--- src/sv/resource_lock_table_with_generations_defines.svh ---
// assertion macros for the resource lock table
// used by rltg_ctrl and rltg_dp, expects clk and arst_n in scope
`ifndef RESOURCE_LOCK_TABLE_WITH_GENERATIONS_DEFINES_SVH
`define RESOURCE_LOCK_TABLE_WITH_GENERATIONS_DEFINES_SVH
`ifndef NO_ASSERTIONS
`define RLTG_ASSERT(lbl, prop, msg) \
	lbl: assert property (@(posedge clk) disable iff (!arst_n) (prop)) else $error(msg);
`define RLTG_ASSERT_ALWAYS(lbl, prop, msg) \
	lbl: assert property (@(posedge clk) (prop)) else $error(msg);
`else
`define RLTG_ASSERT(lbl, prop, msg)
`define RLTG_ASSERT_ALWAYS(lbl, prop, msg)
`endif
`endif

--- src/sv/rltg_pkg.sv ---
// shared types, mode codes and defaults for the resource lock table
// no dependencies
package rltg_pkg;

	localparam int NUM_SLOTS_DEF  = 8;
	localparam int MAINT_SLOT_DEF = 7;
	localparam int ACTOR_MAX_DEF  = 3;

	localparam int MODE_W  = 3;
	localparam int RES_W   = 4;
	localparam int ACTOR_W = 3;
	localparam int TIME_W  = 32;
	localparam int GEN_W   = 32;
	localparam int TOT_W   = 4;
	localparam int IN_DATA_W  = 72;
	localparam int OUT_DATA_W = 80;

	localparam logic [MODE_W-1:0] MODE_BEGIN      = 3'd0;
	localparam logic [MODE_W-1:0] MODE_REQ_CANCEL = 3'd1;
	localparam logic [MODE_W-1:0] MODE_QRY_CANCEL = 3'd2;
	localparam logic [MODE_W-1:0] MODE_FINISH     = 3'd3;
	localparam logic [MODE_W-1:0] MODE_MANUAL_OK  = 3'd4;
	localparam logic [MODE_W-1:0] MODE_READ       = 3'd5;

	typedef struct packed {
		logic [MODE_W-1:0]  mode;
		logic [RES_W-1:0]   resource;
		logic [ACTOR_W-1:0] actor;
		logic               cancellable;
		logic [TIME_W-1:0]  start_time_ms;
		logic [GEN_W-1:0]   generation;
	} item_t;

	typedef struct packed {
		logic               ok;
		logic [GEN_W-1:0]   out_generation;
		logic               slot_is_active;
		logic               slot_is_cancellable;
		logic               slot_cancel_flag;
		logic [TIME_W-1:0]  slot_start_ms;
		logic [ACTOR_W-1:0] slot_actor;
		logic [TOT_W-1:0]   active_total;
	} result_t;

	typedef struct packed {
		logic load;
		logic exec;
	} cmd_t;

endpackage

--- src/sv/rltg_ctrl.sv ---
// controller: input capture, execute step and output register handshake
// depends on rltg_pkg and the defines header
`include "resource_lock_table_with_generations_defines.svh"
module rltg_ctrl
	import rltg_pkg::*;
(
	input  logic clk,
	input  logic arst_n,
	input  logic s_tvalid,
	output logic s_tready,
	output logic m_tvalid,
	input  logic m_tready,
	output cmd_t cmd
);

	localparam logic [0:0] ST_IDLE = 1'b0;
	localparam logic [0:0] ST_EXEC = 1'b1;

	logic [0:0] state_q;
	logic       out_valid_q;

	assign s_tready = (state_q == ST_IDLE);
	assign m_tvalid = out_valid_q;
	assign cmd.load = s_tvalid && s_tready;
	assign cmd.exec = (state_q == ST_EXEC) && (!out_valid_q || m_tready);

	always_ff @(posedge clk or negedge arst_n) begin
		if (!arst_n) begin
			state_q     <= ST_IDLE;
			out_valid_q <= 1'b0;
		end else begin
			case (state_q)
				ST_IDLE: begin
					if (cmd.load) state_q <= ST_EXEC;
				end
				ST_EXEC: begin
					if (cmd.exec) state_q <= ST_IDLE;
				end
				default: state_q <= ST_IDLE;
			endcase
			if (cmd.exec) out_valid_q <= 1'b1;
			else if (m_tready) out_valid_q <= 1'b0;
		end
	end

	`RLTG_ASSERT(a_load_to_exec, cmd.load |=> (state_q == ST_EXEC), "load did not enter exec")
	`RLTG_ASSERT(a_exec_shows_word, cmd.exec |=> m_tvalid, "executed word not presented")
	`RLTG_ASSERT(a_no_overwrite, cmd.exec |-> (!out_valid_q || m_tready), "result overwritten")
	`RLTG_ASSERT_ALWAYS(a_load_excl, !(cmd.load && cmd.exec), "load and exec together")

endmodule

--- src/sv/rltg_dp.sv ---
// datapath: slot table, active counter, input and result registers
// depends on rltg_pkg and the defines header
`include "resource_lock_table_with_generations_defines.svh"
module rltg_dp
	import rltg_pkg::*;
#(
	parameter int NUM_SLOTS  = NUM_SLOTS_DEF,
	parameter int MAINT_SLOT = MAINT_SLOT_DEF,
	parameter int ACTOR_MAX  = ACTOR_MAX_DEF
) (
	input  logic    clk,
	input  logic    arst_n,
	input  cmd_t    cmd,
	input  item_t   in_item,
	output result_t result
);

	localparam int IW = (NUM_SLOTS > 1) ? $clog2(NUM_SLOTS) : 1;
	localparam int CW = $clog2(NUM_SLOTS + 1);
	localparam bit MAINT_EN = (MAINT_SLOT < NUM_SLOTS);
	localparam int MI = MAINT_EN ? MAINT_SLOT : 0;

	item_t   item_q;
	result_t res_q;
	result_t res_d;

	logic [NUM_SLOTS-1:0] act_q;
	logic [NUM_SLOTS-1:0] canc_q;
	logic [NUM_SLOTS-1:0] cflag_q;
	logic [GEN_W-1:0]     gen_q   [NUM_SLOTS];
	logic [TIME_W-1:0]    start_q [NUM_SLOTS];
	logic [ACTOR_W-1:0]   actor_q [NUM_SLOTS];
	logic [CW-1:0]        cnt_q;

	logic [IW-1:0]    idx;
	logic             valid;
	logic             is_maint;
	logic             maint_act;
	logic             actor_ok;
	logic             gen_match;
	logic             gen_nz;
	logic [GEN_W-1:0] ng;
	logic             do_begin;
	logic             do_cancel;
	logic             do_finish;
	logic [CW-1:0]    cnt_d;

	assign idx       = item_q.resource[IW-1:0];
	assign valid     = ({1'b0, item_q.resource} < (RES_W + 1)'(NUM_SLOTS));
	assign is_maint  = (item_q.resource == RES_W'(MAINT_SLOT));
	assign maint_act = MAINT_EN && act_q[MI];
	assign actor_ok  = (item_q.actor != '0) && (item_q.actor <= ACTOR_W'(ACTOR_MAX));
	assign gen_match = (gen_q[idx] == item_q.generation);
	assign gen_nz    = (item_q.generation != '0);

	always_comb begin
		ng = gen_q[idx] + GEN_W'(1);
		if (ng == '0) ng = GEN_W'(1);
	end

	always_comb begin
		res_d     = '0;
		do_begin  = 1'b0;
		do_cancel = 1'b0;
		do_finish = 1'b0;
		case (item_q.mode)
			MODE_BEGIN: begin
				if (valid && actor_ok && !(!is_maint && maint_act) &&
					!(is_maint && cnt_q != '0) && !act_q[idx]) begin
					do_begin             = 1'b1;
					res_d.ok             = 1'b1;
					res_d.out_generation = ng;
				end
			end
			MODE_REQ_CANCEL: begin
				if (valid && gen_nz && act_q[idx] && canc_q[idx] && gen_match) begin
					do_cancel = 1'b1;
					res_d.ok  = 1'b1;
				end
			end
			MODE_QRY_CANCEL: begin
				if (!valid || !gen_nz) res_d.ok = 1'b1;
				else res_d.ok = !act_q[idx] || !gen_match || cflag_q[idx];
			end
			MODE_FINISH: begin
				if (valid && gen_nz && act_q[idx] && gen_match) begin
					do_finish = 1'b1;
					res_d.ok  = 1'b1;
				end
			end
			MODE_MANUAL_OK: begin
				res_d.ok = valid && !act_q[idx] && (is_maint || !maint_act);
			end
			MODE_READ: begin
				if (valid) begin
					res_d.ok                  = 1'b1;
					res_d.out_generation      = gen_q[idx];
					res_d.slot_is_active      = act_q[idx];
					res_d.slot_is_cancellable = canc_q[idx];
					res_d.slot_cancel_flag    = cflag_q[idx];
					res_d.slot_start_ms       = start_q[idx];
					res_d.slot_actor          = actor_q[idx];
				end
			end
			default: res_d = '0;
		endcase
		cnt_d = cnt_q;
		if (do_begin) cnt_d = cnt_q + CW'(1);
		else if (do_finish) cnt_d = cnt_q - CW'(1);
		res_d.active_total = (cnt_d > CW'(15)) ? TOT_W'(15) : TOT_W'(cnt_d);
	end

	always_ff @(posedge clk) begin
		if (cmd.load) item_q <= in_item;
		if (cmd.exec) res_q <= res_d;
	end

	always_ff @(posedge clk or negedge arst_n) begin
		if (!arst_n) begin
			act_q   <= '0;
			canc_q  <= '0;
			cflag_q <= '0;
			cnt_q   <= '0;
			for (int i = 0; i < NUM_SLOTS; i++) begin
				gen_q[i]   <= '0;
				start_q[i] <= '0;
				actor_q[i] <= '0;
			end
		end else if (cmd.exec) begin
			cnt_q <= cnt_d;
			if (do_begin) begin
				act_q[idx]   <= 1'b1;
				canc_q[idx]  <= item_q.cancellable;
				cflag_q[idx] <= 1'b0;
				gen_q[idx]   <= ng;
				start_q[idx] <= item_q.start_time_ms;
				actor_q[idx] <= item_q.actor;
			end
			if (do_finish) begin
				act_q[idx]   <= 1'b0;
				canc_q[idx]  <= 1'b0;
				cflag_q[idx] <= 1'b0;
				start_q[idx] <= '0;
				actor_q[idx] <= '0;
			end
			if (do_cancel) cflag_q[idx] <= 1'b1;
		end
	end

	assign result = res_q;

	`RLTG_ASSERT(a_cnt_matches, cnt_q == CW'($countones(act_q)), "active count out of step")
	`RLTG_ASSERT(a_maint_alone, maint_act |-> (cnt_q == CW'(1)), "maintenance slot not alone")
	`RLTG_ASSERT(a_one_update, $onehot0({do_begin, do_cancel, do_finish}), "multiple slot updates")
	`RLTG_ASSERT(a_cflag_needs_act, (cflag_q & ~act_q) == '0, "cancel flag on idle slot")

endmodule

--- src/sv/resource_lock_table_with_generations.sv ---
// top level of the resource lock table: stream ports, controller and datapath
// depends on rltg_pkg, rltg_ctrl and rltg_dp
//
// channel  dir  handshake          payload
// s        in   s_tvalid/s_tready  s_tuser mode, s_tdata operands
// m        out  m_tvalid/m_tready  m_tdata result word
//
// each word is first captured into the input register, then one
// read-modify-write of the addressed slot loads the result register
// the active total comes from a running counter, no sweep over the slots
// a new word is taken while the previous result waits in the output register
// a stalled output holds the execute step until the result register frees
// reset clears all slots and the counter at once, no clearing pass
module resource_lock_table_with_generations
	import rltg_pkg::*;
#(
	parameter int NUM_SLOTS  = NUM_SLOTS_DEF,
	parameter int MAINT_SLOT = MAINT_SLOT_DEF,
	parameter int ACTOR_MAX  = ACTOR_MAX_DEF
) (
	input  logic                  clk,
	input  logic                  arst_n,
	input  logic                  s_tvalid,
	output logic                  s_tready,
	// resource, actor, cancellable, start_time_ms, generation
	input  logic [IN_DATA_W-1:0]  s_tdata,
	// mode
	input  logic [MODE_W-1:0]     s_tuser,
	output logic                  m_tvalid,
	input  logic                  m_tready,
	// ok, out_generation, slot_is_active, slot_is_cancellable, slot_cancel_flag,
	// slot_start_ms, slot_actor, active_total, zero fill
	output logic [OUT_DATA_W-1:0] m_tdata
);

	cmd_t    cmd;
	item_t   in_item;
	result_t result;

	assign in_item.mode          = s_tuser;
	assign in_item.resource      = s_tdata[3:0];
	assign in_item.actor         = s_tdata[6:4];
	assign in_item.cancellable   = s_tdata[7];
	assign in_item.start_time_ms = s_tdata[39:8];
	assign in_item.generation    = s_tdata[71:40];

	assign m_tdata = {5'b0, result.active_total, result.slot_actor, result.slot_start_ms,
		result.slot_cancel_flag, result.slot_is_cancellable, result.slot_is_active,
		result.out_generation, result.ok};

	rltg_ctrl u_ctrl (
		.clk      (clk),
		.arst_n   (arst_n),
		.s_tvalid (s_tvalid),
		.s_tready (s_tready),
		.m_tvalid (m_tvalid),
		.m_tready (m_tready),
		.cmd      (cmd)
	);

	rltg_dp #(
		.NUM_SLOTS  (NUM_SLOTS),
		.MAINT_SLOT (MAINT_SLOT),
		.ACTOR_MAX  (ACTOR_MAX)
	) u_dp (
		.clk     (clk),
		.arst_n  (arst_n),
		.cmd     (cmd),
		.in_item (in_item),
		.result  (result)
	);

endmodule

--- config.mk ---
export PLATFORM = sky130hd
export DESIGN_NAME = resource_lock_table_with_generations
export DESIGN_NICKNAME = d
export VERILOG_FILES = /design/src/sv/rltg_pkg.sv /design/src/sv/rltg_ctrl.sv /design/src/sv/rltg_dp.sv /design/src/sv/resource_lock_table_with_generations.sv
export VERILOG_INCLUDE_DIRS = /design/src /design/src/sv
export SDC_FILE = /design/constraint.sdc
export NUM_CORES = 1
export LEC_CHECK = 0
export BUFFER_PORTS_ARGS = -buffer_cell sky130_fd_sc_hd__buf_2
export CAP_MARGIN = 20
export CORE_ASPECT_RATIO = 0.9
export CORE_MARGIN = 3
export CORE_UTILIZATION = 52
export CTS_CLUSTER_SIZE = 30
export DETAILED_ROUTE_END_ITERATION = 10
export GPL_ROUTABILITY_DRIVEN = 0
export PLACE_DENSITY = 0.7
export SYNTH_ARGS = -nofsm -noshare
export SYNTH_HDL_FRONTEND = slang
export SYNTH_SLANG_ARGS = --single-unit
export TNS_END_PERCENT = 100
--- constraint.sdc ---
create_clock -name clk -period 5.7 [get_ports clk]
set_input_delay 0.285 -clock clk [delete_from_list [all_inputs] [get_ports clk]]
set_output_delay 0.285 -clock clk [all_outputs]
set_load 0.05 [all_outputs]
==> results.cfg <==
[synthesis]
synth.yosys.warnings = 0
syn_area_per_cell_um2 = 12.1
yosysTopAreaCellShare_pct = 46.9
synth_seq_area_share_pct = 61.9
synth_top_family_by_area = compound AO/OA/AOI/OAI gates
syn_area_um2 = 30200
synthCells = 2500
synth_top_cell_by_area = dfrtp_1
synth_compound_area_share_pct = 19.7
synthXorXnorAreaFrac_pct = 2.11
synthMuxAreaShare_pct = 4.74
synth_flop_cell = dfrtp_1
synth-edff-count = 150
synth-simple-area-share_pct = 8.45
synth-seq-cells = 716
synth.distinct_cells = 62
synth_fa_ha_area_share_pct = 0.124
synth_area_leaders = dfrtp_1, edfxtp_1, o2bb2ai_1
synthArstFlopShare_pct = 79.1

[final_layout]
fin_area_um2 = 35100
final_common_cell = dfrtp_1
area_growth_pct = 16.2
layout_common_cells = dfrtp_1, nand2_1, o2bb2ai_1, o21ai_0, buf_2
drive_gt1_share_pct = 16.2
fin_nets = 2794

[floorplan]
core_area_um2 = 57200
initial_core_util_pct = 52.7
die_h_um = 235
die-area_um2 = 61000
die_w_um = 260
io_pins = 161
rows = 83

[routing]
route.vias.total = 23000
drcViolationCount = 0
drt-vias-per-instance = 6.51
wl_per_cell_um = 25.8
first_pass_iters = 6
routed_wl_mm = 91.4
antenna_left = 0
drtIter0Drc = 2713

[global_route]
antenna_found_initial = 2
grt_overflow = 0
grt_usage_pct = 30.0
grt_pass1_wl_mm = 140
grt_max_degree = 177
grt_pass1_vias = 23500

[clock_network]
clk_path_buf_depth = 3
clkTransAtPathRegs_ns = 0.06
cts_tree = done
cts-root-buf = clkbuf_16
clock-sinks = 716
htree_num_levels = 3
clock_latency_ns = 0.63
cts_inserted_buffers = 72

[setup_path]
critPathSlowestCell = nor4_1
path_class = reg2reg
worst_path_most_repeated_cell = buf_4
path_buf_inv = 4
cp-start-kind = flip-flop
crit_family = simple AND/OR/NAND/NOR gates
crit_required_ns = 6.15
worstPathCellList = inv_2 > buf_4 > mux2i_1 > buf_4 > or4_1 > nor4_1 > nand3_1 > xnor2_1 > buf_4 > nand4_1 > nor4b_1 > nand4_1 > o21ai_0
crit_fanout = 18
end_kind = flip-flop
slowest_delay_ns = 0.74
crit_arrival_ns = 5.51
r2r_slack_ns = 0.65

[timing]
hold_violations = 0
setup-tns-final_ns = 0
fin_crit_sh_pct = 88.6
slew_viol_final = 0
finalSetupViolCount = 0
finClkSkew_ns = 0.0360
finalCriticalPeriod_ns = 5.05
hold_slack_ns = 0.336
tightest_slew_ns = 1.11
max-slew-margin-rel_pct = 25.8
rsz0062_at_grt = false
max_freq_ghz = 0.198

[power]
p_per_area_nw_per_um2 = 364
peakVddDrop_mv = 0.324
p_leak_nw = 14.3

[min_path]
worstHoldPathType = in2async

[place]
placed_area_um2 = 32000
dp_hpwl_mm = 53.7
port_buffers = 155

[outcome]
status = finished, final reports clean

[flow_run]
cap_violations = 0
cells by family (layout without fill, tap and decap cells):
family,Yosys count,in the layout
compound gates,832,832
flops,716,716
simple gates,574,574
buf+inv,208,476
mux,94,94
xor+xnor,72,72
fa+ha+maj,3,3
other cells,1,6
power breakdown:
part           total [mW]  internal [mW]  switching (mW)
Combinational        2.20          0.538            1.67
Sequential           5.97           5.73           0.239
Clock                4.58           2.55            2.03
flip-flops by register name, summed over array words and instances (netlist names), 4 cells and up:
name,count
u_dp.gen_q,256
u_dp.start_q,256
u_dp.result,75
u_dp.item_q,72
u_dp.actor_q,24
u_dp.act_q,8
u_dp.canc_q,8
u_dp.cflag_q,8
u_dp.cnt_q,4
worst paths after layout:
path | start | to | depth (start not counted)
min reg2reg | u_dp.gen_q[97] | u_dp.gen_q[97] | 2
max reg2reg | u_dp.idx[1] | u_dp.result[42] | 13
min | arst_n | u_dp.gen_q[201] | 2
max | u_dp.idx[1] | u_dp.result[42] | 13
max in group asynchronous | arst_n | u_dp.start_q[211] | 3
min in group clk | s_tdata[65] | u_dp.item_q[25] | 2
Yosys cell counts, drive strengths merged (23+ instances only):
library cell / instances
a221oi: 23
xnor2: 45
edfxtp: 150
nor2: 87
mux2i: 36
mux4: 37
a21oi: 25
clkbuf: 138
a41oi: 30
xor2: 27
buf: 60
dfrtp: 566
a22o: 30
a22oi: 140
nand2: 348
o22ai: 40
o21ai: 251
o2bb2ai: 260
metal layers:
layer | part of all wire [%] | GRT usage, %
met5 | 0.0098 | 0
met1 | 40 | 40.3
met2 | 47 | 48.0
met4 | 3.7 | 12.2
met3 | 9.2 | 6.42
cell type report:
cell class | instances | area, um^2
clock buffer | 100 | 1980
fill | 4403 | 22200
clock inverter | 34 | 282
inverter | 10 | 40.0
antenna | 1 | 2.50
tap | 765 | 957
sequential | 716 | 18700
timing repair buffer | 332 | 2420
multi-input combinational | 1580 | 10700
worst register-to-register path, stage by stage (launching register included):
cell and delay, ns:
edfxtp_1 0.60, inv_2 0.44, buf_4 0.27, mux2i_1 0.14
buf_4 0.19, or4_1 0.53, nor4_1 0.74, nand3_1 0.23
xnor2_1 0.22, buf_4 0.21, nand4_1 0.12, nor4b_1 0.46
nand4_1 0.45, o21ai_0 0.28
through the flow:
step	utilization (%)	setup WS, ns	instances	power (mW)
after floorplan	-	1.06	2504	7.42
after global placement	55.9	0.866	3324	8.15
after detailed placement	56.0	0.714	3325	8.19
after CTS	61.3	0.720	3537	12.8
after global routing	61.3	0.378	3537	13.1
final	61.3	0.648	3538	12.8
what timing repair did:
| item | CTS | global route |
|---|---|---|
| gates resized for setup | 0 | 0 |
| hold buffers | 78 | 0 |
| hold endpoints to repair | 187 | 0 |
| buffers inserted | 0 | 0 |
No activity file was read; power rests on OpenSTA's default activity.
